==> src/sv/tpad_pkg.sv <==
// Shared types and constants of the phase-angle triac dimmer.
`default_nettype none
package tpad_pkg;

	// Item codes
	localparam logic [1:0] OpTick = 2'd0;
	localparam logic [1:0] OpZeroCross = 2'd1;
	localparam logic [1:0] OpKey = 2'd2;

	localparam logic [2:0] KeyEnable = 3'd0;
	localparam logic [2:0] KeyDisable = 3'd1;
	localparam logic [2:0] KeyPlusOne = 3'd2;
	localparam logic [2:0] KeyMinusOne = 3'd3;
	localparam logic [2:0] KeyPlusTen = 3'd4;
	localparam logic [2:0] KeyMinusTen = 3'd5;

	// Firing angle limits and step sizes
	localparam logic [7:0] AngleMin = 8'd10;
	localparam logic [7:0] AngleMax = 8'd170;
	localparam logic [7:0] StepOne = 8'd1;
	localparam logic [7:0] StepTen = 8'd10;
	localparam logic [7:0] AngleUpTenLimit = 8'd160;
	localparam logic [7:0] AngleDownTenLimit = 8'd20;

	// Register map
	localparam int AddrWidth = 3;
	localparam logic RegTicksPerDegree = 1'b0;
	localparam logic RegPulseTicks = 1'b1;
	localparam logic [7:0] TicksPerDegreeReset = 8'd185;
	localparam logic [9:0] PulseTicksReset = 10'd200;

	typedef struct packed {
		logic [1:0] opcode;
		logic [2:0] key_code;
	} in_item_t;

	typedef struct packed {
		logic gate;
		logic [7:0] angle;
		logic enabled;
	} out_item_t;

	// Configuration values handed to the control core
	typedef struct packed {
		logic [7:0] ticks_per_degree;
		logic [9:0] pulse_ticks;
	} cfg_t;

endpackage
`default_nettype wire

==> src/sv/triac_phase_angle_dimmer.sv <==
// A transaction is held in the input register, then the result register.
// Throughput: one transaction per cycle unless out_ready stalls; the state update
// for each item is a single pass of logic between the input and result registers.
// Reset: arst_n clears the pipeline, the angle to 170, the flag, delay and pulse,
// and loads ticks_per_degree 185 and pulse_ticks 200.
`default_nettype none
module triac_phase_angle_dimmer (
	input wire logic clk,
	input wire logic arst_n,
	input wire logic in_valid,
	output logic in_ready,
	input wire tpad_pkg::in_item_t in_item,
	output logic out_valid,
	input wire logic out_ready,
	output tpad_pkg::out_item_t out_item,
	input wire logic psel,
	input wire logic penable,
	input wire logic pwrite,
	input wire logic [tpad_pkg::AddrWidth-1:0] paddr,
	input wire logic [31:0] pwdata,
	output logic [31:0] prdata,
	output logic pready
);

	tpad_pkg::in_item_t item_s1;
	logic valid_s1;
	tpad_pkg::out_item_t result;
	tpad_pkg::out_item_t out_q;
	logic out_valid_q;
	tpad_pkg::cfg_t cfg_q;
	logic advance;
	logic cfg_write;

	// The input stage moves on whenever the result register is empty or being drained.
	assign advance = !out_valid_q || out_ready;
	assign in_ready = !valid_s1 || advance;

	always_ff @(posedge clk or negedge arst_n) begin
		if (!arst_n) begin
			valid_s1 <= 1'b0;
			out_valid_q <= 1'b0;
		end else begin
			if (in_ready) valid_s1 <= in_valid;
			if (advance) out_valid_q <= valid_s1;
		end
	end

	always_ff @(posedge clk) begin
		if (in_ready && in_valid) item_s1 <= in_item;
		if (advance && valid_s1) out_q <= result;
	end

	tpad_core u_core (
		.clk(clk),
		.arst_n(arst_n),
		.step(advance && valid_s1),
		.item(item_s1),
		.cfg(cfg_q),
		.result(result)
	);

	assign out_valid = out_valid_q;
	assign out_item = out_q;

	// Configuration registers
	assign pready = 1'b1;
	assign cfg_write = psel && penable && pwrite;

	always_ff @(posedge clk or negedge arst_n) begin
		if (!arst_n) begin
			cfg_q.ticks_per_degree <= tpad_pkg::TicksPerDegreeReset;
			cfg_q.pulse_ticks <= tpad_pkg::PulseTicksReset;
		end else if (cfg_write) begin
			case (paddr[2])
				tpad_pkg::RegTicksPerDegree: cfg_q.ticks_per_degree <= pwdata[7:0];
				tpad_pkg::RegPulseTicks: cfg_q.pulse_ticks <= pwdata[9:0];
				default: begin
				end
			endcase
		end
	end

	always_comb begin
		case (paddr[2])
			tpad_pkg::RegTicksPerDegree: prdata = {24'd0, cfg_q.ticks_per_degree};
			tpad_pkg::RegPulseTicks: prdata = {22'd0, cfg_q.pulse_ticks};
			default: prdata = 32'd0;
		endcase
	end

endmodule
`default_nettype wire

==> src/sv/tpad_core.sv <==
// Dimmer state registers and the next-state logic for one transaction.
`default_nettype none
module tpad_core (
	input wire logic clk,
	input wire logic arst_n,
	input wire logic step,
	input wire tpad_pkg::in_item_t item,
	input wire tpad_pkg::cfg_t cfg,
	output tpad_pkg::out_item_t result
);

	logic [7:0] angle_q, angle_d;
	logic active_q, active_d;
	logic [15:0] delay_q, delay_d;
	logic pending_q, pending_d;
	logic [9:0] pulse_q, pulse_d;
	logic gate_q, gate_d;

	always_comb begin
		angle_d = angle_q;
		active_d = active_q;
		delay_d = delay_q;
		pending_d = pending_q;
		pulse_d = pulse_q;
		gate_d = gate_q;
		case (item.opcode)
			tpad_pkg::OpTick: begin
				if (gate_q) begin
					if (pulse_q[9:1] == 9'd0) begin
						gate_d = 1'b0;
						pulse_d = 10'd0;
					end else begin
						pulse_d = pulse_q - 10'd1;
					end
				end else if (pending_q) begin
					if (delay_q[15:1] == 15'd0) begin
						pending_d = 1'b0;
						delay_d = 16'd0;
						gate_d = 1'b1;
						pulse_d = cfg.pulse_ticks;
					end else begin
						delay_d = delay_q - 16'd1;
					end
				end
			end
			tpad_pkg::OpZeroCross: begin
				// The product never exceeds 170 * 255, so 16 bits hold it.
				delay_d = 16'(angle_q) * 16'(cfg.ticks_per_degree);
				pending_d = 1'b1;
				gate_d = 1'b0;
				pulse_d = 10'd0;
			end
			tpad_pkg::OpKey: begin
				case (item.key_code)
					tpad_pkg::KeyEnable: begin
						if (!active_q) begin
							active_d = 1'b1;
							angle_d = tpad_pkg::AngleMin;
						end
					end
					tpad_pkg::KeyDisable: begin
						if (active_q) begin
							active_d = 1'b0;
							angle_d = tpad_pkg::AngleMax;
						end
					end
					tpad_pkg::KeyPlusOne: begin
						if (angle_q < tpad_pkg::AngleMax) angle_d = angle_q + tpad_pkg::StepOne;
					end
					tpad_pkg::KeyMinusOne: begin
						if (angle_q > tpad_pkg::AngleMin) angle_d = angle_q - tpad_pkg::StepOne;
					end
					tpad_pkg::KeyPlusTen: begin
						if (angle_q <= tpad_pkg::AngleUpTenLimit) begin
							angle_d = angle_q + tpad_pkg::StepTen;
						end
					end
					tpad_pkg::KeyMinusTen: begin
						if (angle_q >= tpad_pkg::AngleDownTenLimit) begin
							angle_d = angle_q - tpad_pkg::StepTen;
						end
					end
					default: begin
					end
				endcase
			end
			default: begin
			end
		endcase
	end

	always_ff @(posedge clk or negedge arst_n) begin
		if (!arst_n) begin
			angle_q <= tpad_pkg::AngleMax;
			active_q <= 1'b0;
			delay_q <= 16'd0;
			pending_q <= 1'b0;
			pulse_q <= 10'd0;
			gate_q <= 1'b0;
		end else if (step) begin
			angle_q <= angle_d;
			active_q <= active_d;
			delay_q <= delay_d;
			pending_q <= pending_d;
			pulse_q <= pulse_d;
			gate_q <= gate_d;
		end
	end

	assign result.gate = gate_d;
	assign result.angle = angle_d;
	assign result.enabled = active_d;

	a_angle_range: assert property (@(posedge clk) disable iff (!arst_n)
		angle_q >= tpad_pkg::AngleMin && angle_q <= tpad_pkg::AngleMax)
		else $error("firing angle left its range");

	a_gate_excl_delay: assert property (@(posedge clk) disable iff (!arst_n)
		!(gate_q && pending_q))
		else $error("gate pulse and delay active together");

	a_zero_cross: assert property (@(posedge clk) disable iff (!arst_n)
		step && item.opcode == tpad_pkg::OpZeroCross |=> pending_q && !gate_q)
		else $error("zero crossing did not start a delay");

	a_enable_angle: assert property (@(posedge clk) disable iff (!arst_n)
		$rose(active_q) |-> angle_q == tpad_pkg::AngleMin)
		else $error("enable did not set the minimum angle");

endmodule
`default_nettype wire
==> config.mk <==
export PLATFORM = sky130hd
export DESIGN_NAME = triac_phase_angle_dimmer
export DESIGN_NICKNAME = d
export VERILOG_FILES = /design/src/sv/tpad_pkg.sv /design/src/sv/triac_phase_angle_dimmer.sv /design/src/sv/tpad_core.sv
export SDC_FILE = /design/constraint.sdc
export NUM_CORES = 1
export LEC_CHECK = 0
export BUFFER_PORTS_ARGS = -buffer_cell sky130_fd_sc_hd__buf_2
export CAP_MARGIN = 10
export CORE_MARGIN = 5
export CORE_UTILIZATION = 45
export DETAILED_ROUTE_END_ITERATION = 10
export HOLD_SLACK_MARGIN = 0.1
export SYNTH_ARGS = -nofsm -noshare
export SYNTH_HDL_FRONTEND = slang
export SYNTH_SLANG_ARGS = --single-unit
==> constraint.sdc <==
create_clock -name clk -period 5.3 [get_ports clk]
set_input_delay 0.795 -clock clk [delete_from_list [all_inputs] [get_ports clk]]
set_output_delay 0.795 -clock clk [all_outputs]
set_load 0.01 [all_outputs]
==> report_table.html, run 1 <==
<table>
<tr><th>Metric</th><th>Value</th></tr>
<tr><th colspan="2">Clock network</th></tr>
<tr><td>Clock root buffer master</td><td>sky130_fd_sc_hd__clkbuf_16</td></tr>
<tr><td>Post-CTS Hold Buffers</td><td>0</td></tr>
<tr><td>TritonCTS clock tree</td><td>built</td></tr>
<tr><td>Insertion delay to the later sink of the worst-skew pair</td><td>roughly 0.35 ns</td></tr>
<tr><td>Number of levels in the clock H-tree</td><td>3</td></tr>
<tr><td>Clk sink count</td><td>between 70 and 80</td></tr>
<tr><td>Post-CTS sizing</td><td>0</td></tr>
<tr><td>Number of buffers inserted by post-CTS setup repair</td><td>0</td></tr>
<tr><td>Clock transition at path regs</td><td>approximately 0.06 ns</td></tr>
<tr><td>CTS Buffer Depth</td><td>2</td></tr>
<tr><td>Number of clock buffers inserted by TritonCTS</td><td>9</td></tr>
<tr><th colspan="2">Logic synthesis</th></tr>
<tr><td>Unique masters post-synth</td><td>75</td></tr>
<tr><td>Number of register bits inferred by synthesis</td><td>between 70 and 80</td></tr>
<tr><td>Proportion of register bits with asynchronous set or reset after synthesis</td><td>about four fifths</td></tr>
<tr><td>Count of synthesis-stage warnings from yosys</td><td>0</td></tr>
<tr><td>Summed instance area of the synthesized netlist</td><td>~0.007 mm^2</td></tr>
<tr><td>Mapped Cells</td><td>approximately 760</td></tr>
<tr><td>Register area share after synthesis</td><td>approximately 28%</td></tr>
<tr><td>Ys flop type</td><td>sky130_fd_sc_hd__dfrtp_1</td></tr>
<tr><td>Number of enable-type register cells in the synthesized netlist</td><td>15</td></tr>
<tr><td>Mean instance size in the synthesized netlist</td><td>8.96 um^2</td></tr>
<tr><th colspan="2">Hold path</th></tr>
<tr><td>Hold WC Path Type</td><td>reg -&gt; reg</td></tr>
<tr><td>Worst hold stages</td><td>1</td></tr>
<tr><td>Origin of the worst min-delay path</td><td>valid_s1$_DFFE_PN0N_</td></tr>
<tr><td>Worst Hold Endpoint</td><td>out_valid$_DFFE_PN0P_</td></tr>
<tr><th colspan="2">Pwr</th></tr>
<tr><td>Power density over the cells</td><td>just under 700 mW/mm^2</td></tr>
<tr><td>Clk network pwr share</td><td>around an eighth</td></tr>
<tr><td>Net Sw Frac</td><td>between 40% and 50%</td></tr>
<tr><td>Power, Total</td><td>5.04 mW</td></tr>
<tr><td>Net switching component of the power</td><td>approximately 2.4 mW</td></tr>
<tr><td>Part of the total power dissipated in combinational logic</td><td>slightly below 70%</td></tr>
<tr><td>Peak supply drop</td><td>~0.00038 V</td></tr>
<tr><td>Internal power summed over all cells</td><td>2.60 mW</td></tr>
<tr><td>Portion of total power attributed to sequential cells</td><td>19.4%</td></tr>
<tr><td>Leakage dissipation</td><td>3.30 nW</td></tr>
<tr><th colspan="2">Route</th></tr>
<tr><td>First-pass iteration count of the detailed router</td><td>5</td></tr>
<tr><td>Post-route DRC</td><td>0</td></tr>
<tr><td>Antenna Violating Nets Remaining</td><td>0</td></tr>
<tr><td>Overall routed net length</td><td>roughly 17000 um</td></tr>
<tr><td>Total via count in the routed design</td><td>between 5000 and 6000</td></tr>
<tr><td>Wire length per cell after detailed routing</td><td>approximately 18 um</td></tr>
<tr><td>Iteration-0 DRC Markers</td><td>413</td></tr>
<tr><td>Post-detailed-route via-to-cell ratio</td><td>between 5 and 6</td></tr>
<tr><th colspan="2">Setup path</th></tr>
<tr><td>Arrival time at the worst endpoint</td><td>about 4.9 ns</td></tr>
<tr><td>Delay of the slowest cell on the worst path</td><td>between 0.6 and 0.7 ns</td></tr>
<tr><td>Cell occurring most often along the worst timing path</td><td>sky130_fd_sc_hd__fa_1</td></tr>
<tr><td>Start point of the critical path</td><td>cfg_q[17]$_DFFE_PN1P_</td></tr>
<tr><td>Critical register-to-register path endpoint</td><td>u_core.delay_q[13]$_DFFE_PN0P_</td></tr>
<tr><td>Top fanout value on the critical path</td><td>10</td></tr>
<tr><td>Crit Path Category</td><td>reg -&gt; reg</td></tr>
<tr><td>Critical path data required time</td><td>roughly 5.5 ns</td></tr>
<tr><td>Sequence of cells on the critical path</td><td>nand2_1 &gt; fa_1 &gt; fa_1 &gt; inv_1 &gt; fa_1 &gt; inv_1 &gt; fa_1 &gt; inv_1 &gt; ha_1 &gt; o21a_1 &gt; o31a_1 &gt; o211ai_1 &gt; a21oi_1 &gt; a41oi_1 &gt; o21ai_0</td></tr>
<tr><td>Worst Setup Start Kind</td><td>register</td></tr>
<tr><td>Cell type of the slowest stage on the worst timing path</td><td>sky130_fd_sc_hd__dfstp_2</td></tr>
<tr><td>Slack of the worst reg-to-reg path</td><td>~0.65 ns</td></tr>
<tr><td>Worst r2r src</td><td>cfg_q[17]$_DFFE_PN1P_</td></tr>
<tr><td>Worst R2R Path Depth</td><td>15</td></tr>
<tr><td>Endpoint kind of the worst setup timing path</td><td>register</td></tr>
<tr><th colspan="2">Placed design</th></tr>
<tr><td>HPWL after detailed placement</td><td>between 10000 and 15000 um</td></tr>
<tr><td>Placed instance area</td><td>0.00711 mm^2</td></tr>
<tr><td>Quantity of I/O buffers inserted on ports</td><td>44</td></tr>
<tr><td>Final GP Congestion</td><td>around 0.87</td></tr>
<tr><th colspan="2">GRT</th></tr>
<tr><td>GR met2 Demand/Resource</td><td>~34%</td></tr>
<tr><td>Number of antenna violations at the first check in global routing</td><td>0</td></tr>
<tr><td>Met3 Usage GRT</td><td>~3.4%</td></tr>
<tr><td>Via count of the first global-routing pass</td><td>5750</td></tr>
<tr><td>Overflow left after global routing</td><td>0</td></tr>
<tr><td>Maximum number of pins on one net before global-route repair</td><td>58</td></tr>
<tr><td>First-pass GRT wire length</td><td>29400 um</td></tr>
<tr><td>Met1 Usage GRT</td><td>a little over a quarter</td></tr>
<tr><td>Global-route usage over all layers</td><td>between 20 and 25%</td></tr>
<tr><td>Peak-usage layer in the global routing report</td><td>met2</td></tr>
<tr><th colspan="2">STA</th></tr>
<tr><td>Transition time at the pin with the least slew margin</td><td>a little under 0.9 ns</td></tr>
<tr><td>Total count of hold-check failures in the final report</td><td>0</td></tr>
<tr><td>Shortest clock period the worst path allows after layout</td><td>between 4 and 5 ns</td></tr>
<tr><td>Final worst clock skew</td><td>approximately 0.0095 ns</td></tr>
<tr><td>Slew Viols, Final</td><td>0</td></tr>
<tr><td>Max Freq</td><td>between 200 and 250 MHz</td></tr>
<tr><td>TNS Setup</td><td>0 ns</td></tr>
<tr><td>Final worst path period share</td><td>between 80% and 90%</td></tr>
<tr><td>Max-slew headroom at the worst pin</td><td>about two fifths</td></tr>
<tr><td>Final setup violation count</td><td>0</td></tr>
<tr><td>Setup repair after global routing missed its margin</td><td>false</td></tr>
<tr><th colspan="2">Die</th></tr>
<tr><td>Starting Density</td><td>between 40% and 50%</td></tr>
<tr><td>Die Span Y</td><td>about 130 um</td></tr>
<tr><td>Horizontal die dimension</td><td>around 130 um</td></tr>
<tr><td># IOs</td><td>92</td></tr>
<tr><td>Core area</td><td>between 0.015 and 0.02 mm^2</td></tr>
<tr><td>Total die area</td><td>around 0.018 mm^2</td></tr>
<tr><td># rows</td><td>45</td></tr>
<tr><th colspan="2">Cells and area</th></tr>
<tr><td>Post-route cell area</td><td>around 0.0074 mm^2</td></tr>
<tr><td>Share of post-route cells with drive strength above 1</td><td>approximately 15%</td></tr>
<tr><td>Number of antenna diodes</td><td>0</td></tr>
<tr><td>Number of nets in the layout</td><td>919</td></tr>
<tr><td>Filler Cells Inserted</td><td>1438</td></tr>
<tr><td>P&amp;R area growth vs syn</td><td>8.22%</td></tr>
<tr><th colspan="2">Flow run</th></tr>
<tr><td>Max-cap violations</td><td>0</td></tr>
<tr><th colspan="2">Status</th></tr>
<tr><td>Run status</td><td>complete, no violations</td></tr>
</table>
## layout make-up
type / instances / area [um^2] / area share [%]
repair buffers: 54 / 293 / 3.96
clock buffers: 12 / 236 / 3.20
inverters: 67 / 251 / 3.40
flip-flops and latches: 72 / 1890 / 25.6
well taps: 188 / 235 / 3.18
multi-input cells: 587 / 4450 / 60.1
clock inverters: 4 / 45.0 / 0.609
## worst max-delay path by stage
stage                                          end  slack, ns
floorplan           u_core.delay_q[15]$_DFFE_PN0P_       0.59
global placement    u_core.delay_q[15]$_DFFE_PN0P_       0.72
detailed placement  u_core.delay_q[15]$_DFFE_PN0P_       0.67
CTS                 u_core.delay_q[15]$_DFFE_PN0P_       0.64
global route        u_core.delay_q[13]$_DFFE_PN0P_       0.35
finish              u_core.delay_q[13]$_DFFE_PN0P_       0.65
## cell families (layout without fill, tap and decap cells)
logic type / after synthesis / count (layout) / synth area share, %
xor gates and xnor gates: 12 / 12 / 1.54
DFF: 72 / 72 / 27.7
buffers and inverters: 125 / 137 / 8.46
and+or+nand+nor: 256 / 256 / 19.9
muxes: 32 / 32 / 5.22
other: 2 / 23 / 0.110
AOI/OAI and AO/OA: 183 / 183 / 18.4
adders and majority gates: 81 / 81 / 18.8
## Yosys cell counts, types with 3 or more instances
| master | instances | area [um^2] |
|---|---|---|
| sky130_fd_sc_hd__a211o_1 | 3 | 26.3 |
| sky130_fd_sc_hd__a211oi_1 | 4 | 30.0 |
| sky130_fd_sc_hd__a21o_1 | 3 | 22.5 |
| sky130_fd_sc_hd__a21oi_1 | 29 | 145 |
| sky130_fd_sc_hd__a221oi_1 | 4 | 35.0 |
| sky130_fd_sc_hd__a22o_1 | 18 | 158 |
| sky130_fd_sc_hd__a22oi_1 | 3 | 22.5 |
| sky130_fd_sc_hd__a31oi_1 | 5 | 31.3 |
| sky130_fd_sc_hd__a32oi_1 | 3 | 26.3 |
| sky130_fd_sc_hd__and2_1 | 54 | 338 |
| sky130_fd_sc_hd__and3_1 | 5 | 31.3 |
| sky130_fd_sc_hd__buf_2 | 9 | 45.0 |
| sky130_fd_sc_hd__buf_4 | 24 | 180 |
| sky130_fd_sc_hd__clkbuf_1 | 22 | 82.6 |
| sky130_fd_sc_hd__dfrtp_1 | 45 | 1130 |
| sky130_fd_sc_hd__dfstp_2 | 12 | 315 |
| sky130_fd_sc_hd__edfxtp_1 | 15 | 450 |
| sky130_fd_sc_hd__fa_1 | 36 | 721 |
| sky130_fd_sc_hd__ha_1 | 45 | 563 |
| sky130_fd_sc_hd__inv_1 | 66 | 248 |
| sky130_fd_sc_hd__mux2_2 | 29 | 327 |
| sky130_fd_sc_hd__mux2i_1 | 3 | 30.0 |
| sky130_fd_sc_hd__nand2_1 | 57 | 214 |
| sky130_fd_sc_hd__nand2b_1 | 14 | 87.6 |
| sky130_fd_sc_hd__nand3_1 | 10 | 50.1 |
| sky130_fd_sc_hd__nand3b_1 | 5 | 37.5 |
| sky130_fd_sc_hd__nand4_1 | 4 | 25.0 |
| sky130_fd_sc_hd__nor2_1 | 48 | 180 |
| sky130_fd_sc_hd__nor2b_1 | 11 | 68.8 |
| sky130_fd_sc_hd__nor3_1 | 21 | 105 |
| sky130_fd_sc_hd__nor4_1 | 6 | 37.5 |
| sky130_fd_sc_hd__o211ai_1 | 4 | 30.0 |
| sky130_fd_sc_hd__o21a_1 | 6 | 45.0 |
| sky130_fd_sc_hd__o21ai_0 | 47 | 235 |
| sky130_fd_sc_hd__o21ai_1 | 3 | 15.0 |
| sky130_fd_sc_hd__o221ai_1 | 4 | 35.0 |
| sky130_fd_sc_hd__o22ai_1 | 3 | 18.8 |
| sky130_fd_sc_hd__o2bb2ai_1 | 10 | 87.6 |
| sky130_fd_sc_hd__o31a_1 | 3 | 26.3 |
| sky130_fd_sc_hd__o31ai_1 | 8 | 60.1 |
| sky130_fd_sc_hd__o32ai_1 | 4 | 35.0 |
| sky130_fd_sc_hd__or3_1 | 4 | 25.0 |
| sky130_fd_sc_hd__xnor2_1 | 10 | 87.6 |
## critical path, delay by kind of cell (launching register included)
kind,cells,cell delay (ns)
AO/OA/AOI/OAI,6,1.11
AND/OR/NAND/NOR,1,0.12
flip-flops,1,0.64
buffers and inverters,3,0.16
adder cells (fa/ha/maj),5,2.47
## stage by stage
step                setup slack [ns]  instances  hold slack [ns]  utilization (%)
floorplan                      0.590        784            0.457                -
global placement               0.718        967            0.469             47.3
detailed placement             0.670        967            0.484             47.3
CTS                            0.638        983            0.501             49.2
global route                   0.350        984            0.509             49.2
finish                         0.652        984            0.498             49.2
## power groups by stage
stage	clock network [mW]	logic (mW)	registers, mW
2_1_floorplan	0	2.72	0.890
3_3_place_gp	0	3.39	0.978
3_5_place_dp	0	3.43	0.985
4_1_cts	0.607	3.49	0.978
5_1_grt	0.636	4.01	1.01
6_report	0.596	3.47	0.979
## placed cells by master (no fill, tap or decap), types with 5 or more instances in the layout
cell,Yosys,layout
sky130_fd_sc_hd__edfxtp_1,15,15
sky130_fd_sc_hd__dfstp_2,12,12
sky130_fd_sc_hd__nor3_1,21,21
sky130_fd_sc_hd__and2_1,54,54
sky130_fd_sc_hd__and3_1,5,5
sky130_fd_sc_hd__conb_1,2,23
sky130_fd_sc_hd__clkbuf_16,0,9
sky130_fd_sc_hd__xnor2_1,10,10
sky130_fd_sc_hd__o31ai_1,8,8
sky130_fd_sc_hd__a21oi_1,29,29
sky130_fd_sc_hd__nand2b_1,14,14
sky130_fd_sc_hd__a22o_1,18,18
sky130_fd_sc_hd__nor2b_1,11,11
sky130_fd_sc_hd__inv_1,66,66
sky130_fd_sc_hd__fa_1,36,36
sky130_fd_sc_hd__nand2_1,57,57
sky130_fd_sc_hd__nand3_1,10,10
sky130_fd_sc_hd__a31oi_1,5,5
sky130_fd_sc_hd__nor2_1,48,48
sky130_fd_sc_hd__ha_1,45,45
sky130_fd_sc_hd__nand3b_1,5,5
sky130_fd_sc_hd__o2bb2ai_1,10,10
sky130_fd_sc_hd__buf_2,9,45
sky130_fd_sc_hd__dfrtp_1,45,45
sky130_fd_sc_hd__mux2_2,29,29
sky130_fd_sc_hd__o21ai_0,47,47
sky130_fd_sc_hd__buf_4,24,9
sky130_fd_sc_hd__nor4_1,6,6
sky130_fd_sc_hd__o21a_1,6,6
## state kept, by name (all words and copies together) (netlist names)
signal	cells
cfg_q	18
u_core.delay_q	16
out_item	10
u_core.pulse_q	10
u_core.angle_q	8
item_s1	5
out_valid	1
u_core.active_q	1
u_core.gate_q	1
u_core.pending_q	1
valid_s1	1
## routing by layer
metal	vias to the layer above	wire [um]
met3	38	795
met4	0	430
met2	155	8570
met1	2796	7570
li1	2696	-
met5	-	0
No activity file was read; power rests on OpenSTA's default activity.
==> run 2: changes to the inputs <==
--- a/config.mk
+++ b/config.mk
@@ -8,9 +8,10 @@
 export BUFFER_PORTS_ARGS = -buffer_cell sky130_fd_sc_hd__buf_2
 export CAP_MARGIN = 10
 export CORE_MARGIN = 5
-export CORE_UTILIZATION = 45
+export CORE_UTILIZATION = 53
 export DETAILED_ROUTE_END_ITERATION = 10
 export HOLD_SLACK_MARGIN = 0.1
+export PLACE_DENSITY = 0.74
 export SYNTH_ARGS = -nofsm -noshare
 export SYNTH_HDL_FRONTEND = slang
 export SYNTH_SLANG_ARGS = --single-unit
==> report_table.html, run 2 (synthesis gave the netlist of run 1 again) <==
<table>
<tr><th>Metric</th><th>Value</th></tr>
<tr><th colspan="2">Placed design</th></tr>
<tr><td>Final GP Congestion</td><td>roughly 0.93</td></tr>
<tr><td>Placed instance area</td><td>around 0.0071 mm^2</td></tr>
<tr><td>Pre-CTS WS</td><td>around 0.5 ns</td></tr>
<tr><td>HPWL after detailed placement</td><td>~13000 um</td></tr>
<tr><td>Quantity of I/O buffers inserted on ports</td><td>44</td></tr>
<tr><td>Placed Instances</td><td>950</td></tr>
<tr><th colspan="2">STA</th></tr>
<tr><td>Total count of hold-check failures in the final report</td><td>0</td></tr>
<tr><td>Slew Viols, Final</td><td>0</td></tr>
<tr><td>Max-slew headroom at the worst pin</td><td>between 40% and 50%</td></tr>
<tr><td>TNS Setup</td><td>0 ns</td></tr>
<tr><td>Worst Setup Slack, final</td><td>roughly 0.46 ns</td></tr>
<tr><td>Setup repair after global routing missed its margin</td><td>false</td></tr>
<tr><td>Final worst clock skew</td><td>around 0.010 ns</td></tr>
<tr><td>Final setup violation count</td><td>0</td></tr>
<tr><td>Transition time at the pin with the least slew margin</td><td>0.883 ns</td></tr>
<tr><td>Shortest clock period the worst path allows after layout</td><td>roughly 4.8 ns</td></tr>
<tr><td>Worst slack on hold paths</td><td>roughly 0.5 ns</td></tr>
<tr><td>Max Freq</td><td>207 MHz</td></tr>
<tr><td>Final worst path period share</td><td>around nine tenths</td></tr>
<tr><th colspan="2">Cells and area</th></tr>
<tr><td>Final non-filler cell total</td><td>slightly below 1000</td></tr>
<tr><td>Highest-count cells in the layout ignoring fill and taps</td><td>sky130_fd_sc_hd__inv_1 (66), sky130_fd_sc_hd__nand2_1 (57), sky130_fd_sc_hd__and2_1 (54)</td></tr>
<tr><td>Flip-flop count of the largest register, all copies and words added</td><td>18</td></tr>
<tr><td>Area of the multi-input gates</td><td>0.00445 mm^2</td></tr>
<tr><td>Post-route cell area</td><td>0.00737 mm^2</td></tr>
<tr><td>Final core utilization</td><td>between 50% and 60%</td></tr>
<tr><td>Largest register by flop count</td><td>cfg_q</td></tr>
<tr><td>Reg area</td><td>about 0.0019 mm^2</td></tr>
<tr><td>Share of post-route cells with drive strength above 1</td><td>about 15%</td></tr>
<tr><td>Largest registers in the final layout</td><td>cfg_q: 18 flops, u_core.delay_q: 16 flops</td></tr>
<tr><td>Number of nets in the layout</td><td>about 920</td></tr>
<tr><td>Most frequent standard cell in the layout excluding fill and tap cells</td><td>sky130_fd_sc_hd__inv_1</td></tr>
<tr><td>P&amp;R area growth vs syn</td><td>7.83%</td></tr>
<tr><td>Filler Cells Inserted</td><td>between 1000 and 1500</td></tr>
<tr><td>Number of antenna diodes</td><td>0</td></tr>
<tr><th colspan="2">Pwr</th></tr>
<tr><td>Peak supply drop</td><td>0.000417 V</td></tr>
<tr><td>Leakage dissipation</td><td>3.30 nW</td></tr>
<tr><td>Power, Total</td><td>between 5 and 6 mW</td></tr>
<tr><td>Power density over the cells</td><td>roughly 700 mW/mm^2</td></tr>
<tr><th colspan="2">Status</th></tr>
<tr><td>Run status</td><td>complete, no violations</td></tr>
<tr><th colspan="2">Setup path</th></tr>
<tr><td>Critical path data required time</td><td>~5.6 ns</td></tr>
<tr><td>Worst r2r src</td><td>u_core.angle_q[3]$_DFFE_PN1P_</td></tr>
<tr><td>Endpoint kind of the worst setup timing path</td><td>register</td></tr>
<tr><td>Crit Path Category</td><td>reg -&gt; reg</td></tr>
<tr><td>Top fanout value on the critical path</td><td>25</td></tr>
<tr><td>Worst Setup Start Kind</td><td>register</td></tr>
<tr><td>Start point of the critical path</td><td>u_core.angle_q[3]$_DFFE_PN1P_</td></tr>
<tr><td>Arrival time at the worst endpoint</td><td>about 5.1 ns</td></tr>
<tr><th colspan="2">Route</th></tr>
<tr><td>Highest signal layer in the routed design</td><td>met4</td></tr>
<tr><td>First-pass iteration count of the detailed router</td><td>5</td></tr>
<tr><td>Overall routed net length</td><td>around 17000 um</td></tr>
<tr><td>Wire length on met3</td><td>1210 um</td></tr>
<tr><td>Post-route DRC</td><td>0</td></tr>
<tr><td>Wire length per cell after detailed routing</td><td>between 15 and 20 um</td></tr>
<tr><td>Antenna Violating Nets Remaining</td><td>0</td></tr>
<tr><td>Routed wl met2</td><td>between 8000 and 9000 um</td></tr>
<tr><td>Metal1 wirelength</td><td>7120 um</td></tr>
<tr><td>Iteration-0 DRC Markers</td><td>between 700 and 800</td></tr>
<tr><td>Post-detailed-route via-to-cell ratio</td><td>6.06</td></tr>
<tr><td>Total via count in the routed design</td><td>around 5900</td></tr>
<tr><th colspan="2">Die</th></tr>
<tr><td>Horizontal die dimension</td><td>124 um</td></tr>
<tr><td>Die Span Y</td><td>between 100 and 150 um</td></tr>
<tr><td>Core area</td><td>between 0.01 and 0.015 mm^2</td></tr>
<tr><td># IOs</td><td>92</td></tr>
<tr><td>Starting Density</td><td>a little over half</td></tr>
<tr><td>Total die area</td><td>about 0.015 mm^2</td></tr>
<tr><td># rows</td><td>41</td></tr>
<tr><th colspan="2">Clock network</th></tr>
<tr><td>Clk sink count</td><td>72</td></tr>
<tr><td>Post-CTS Hold Buffers</td><td>0</td></tr>
<tr><td>Number of buffers inserted by post-CTS setup repair</td><td>0</td></tr>
<tr><td>TritonCTS clock tree</td><td>built</td></tr>
<tr><td>Clock transition at path regs</td><td>~0.070 ns</td></tr>
<tr><td>Post-CTS sizing</td><td>0</td></tr>
<tr><td>Number of clock buffers inserted by TritonCTS</td><td>9</td></tr>
<tr><td>Clock root buffer master</td><td>sky130_fd_sc_hd__clkbuf_16</td></tr>
<tr><td>CTS Buffer Depth</td><td>2</td></tr>
<tr><td>Number of levels in the clock H-tree</td><td>3</td></tr>
<tr><td>Insertion delay to the later sink of the worst-skew pair</td><td>~0.36 ns</td></tr>
<tr><th colspan="2">Flow run</th></tr>
<tr><td>Max-cap violations</td><td>0</td></tr>
<tr><th colspan="2">GRT</th></tr>
<tr><td>Number of antenna violations at the first check in global routing</td><td>0</td></tr>
<tr><td>Overflow left after global routing</td><td>0</td></tr>
<tr><td>First-pass GRT wire length</td><td>between 20000 and 30000 um</td></tr>
<tr><td>Maximum number of pins on one net before global-route repair</td><td>58</td></tr>
<tr><td>Global-route usage over all layers</td><td>a little under a quarter</td></tr>
<tr><td>Via count of the first global-routing pass</td><td>slightly below 6000</td></tr>
<tr><th colspan="2">Hold path</th></tr>
<tr><td>Hold WC Path Type</td><td>reg -&gt; reg</td></tr>
<tr><td>Origin of the worst min-delay path</td><td>valid_s1$_DFFE_PN0N_</td></tr>
</table>
## run 2: cell count changes in the layout (fill, tap and decap cells not counted)
| cell | before | now |
|---|---|---|
| sky130_fd_sc_hd__inv_4 | 0 | 1 |
| sky130_fd_sc_hd__clkinv_4 | 0 | 2 |
| sky130_fd_sc_hd__clkbuf_1 | 3 | 0 |
| sky130_fd_sc_hd__buf_2 | 45 | 44 |
| sky130_fd_sc_hd__inv_6 | 0 | 1 |
| sky130_fd_sc_hd__inv_8 | 0 | 2 |
| sky130_fd_sc_hd__buf_4 | 9 | 8 |
| sky130_fd_sc_hd__bufinv_16 | 1 | 0 |
| sky130_fd_sc_hd__clkinv_1 | 3 | 1 |
## run 2: cell type report
cell class,instances,share of cell area (%)
multi-input combinational,587,60.3
clock inverter,7,0.849
timing repair buffer,52,3.80
tap,172,2.92
inverter,67,3.41
sequential,72,25.7
clock buffer,9,3.05
## run 2: worst max-delay path: stages (launching register included)
cell and delay [ns]:
sky130_fd_sc_hd__dfstp_2 0.82, sky130_fd_sc_hd__nand2_1 0.15, sky130_fd_sc_hd__fa_1 0.51, sky130_fd_sc_hd__fa_1 0.49, sky130_fd_sc_hd__inv_1 0.05, sky130_fd_sc_hd__fa_1 0.53, sky130_fd_sc_hd__inv_1 0.06, sky130_fd_sc_hd__fa_1 0.53
sky130_fd_sc_hd__inv_1 0.05, sky130_fd_sc_hd__ha_1 0.32, sky130_fd_sc_hd__o21a_1 0.13, sky130_fd_sc_hd__o31a_1 0.22, sky130_fd_sc_hd__o211ai_1 0.22, sky130_fd_sc_hd__nor2_1 0.16, sky130_fd_sc_hd__mux2_2 0.34, sky130_fd_sc_hd__o211ai_1 0.17
## run 2: power by group
| part | internal [mW] | switching (mW) | total, mW |
|---|---|---|---|
| Combinational | 1.48 | 1.97 | 3.45 |
| Clock | 0.327 | 0.278 | 0.605 |
| Sequential | 0.756 | 0.258 | 1.01 |
| Total | 2.56 | 2.50 | 5.07 |
## run 2: final timing paths
kind	cells past startpoint	endpoint	slack [ns]
worst max-delay path	15	u_core.delay_q[15]$_DFFE_PN0P_	0.46
worst min-delay path	1	out_valid$_DFFE_PN0P_	0.50
worst max register to register	15	u_core.delay_q[15]$_DFFE_PN0P_	0.46
worst min register to register	1	out_valid$_DFFE_PN0P_	0.50
max in group asynchronous	2	u_core.angle_q[0]$_DFFE_PN0P_	4.18
min in group asynchronous	2	u_core.delay_q[0]$_DFFE_PN0P_	0.58
## run 2: per-layer routing
metal | track usage, % | vias to the layer above
li1 | - | 2687
met1 | 30.9 | 2825
met2 | 39.9 | 283
met3 | 4.18 | 56
met4 | 9.13 | 0
met5 | 0 | -
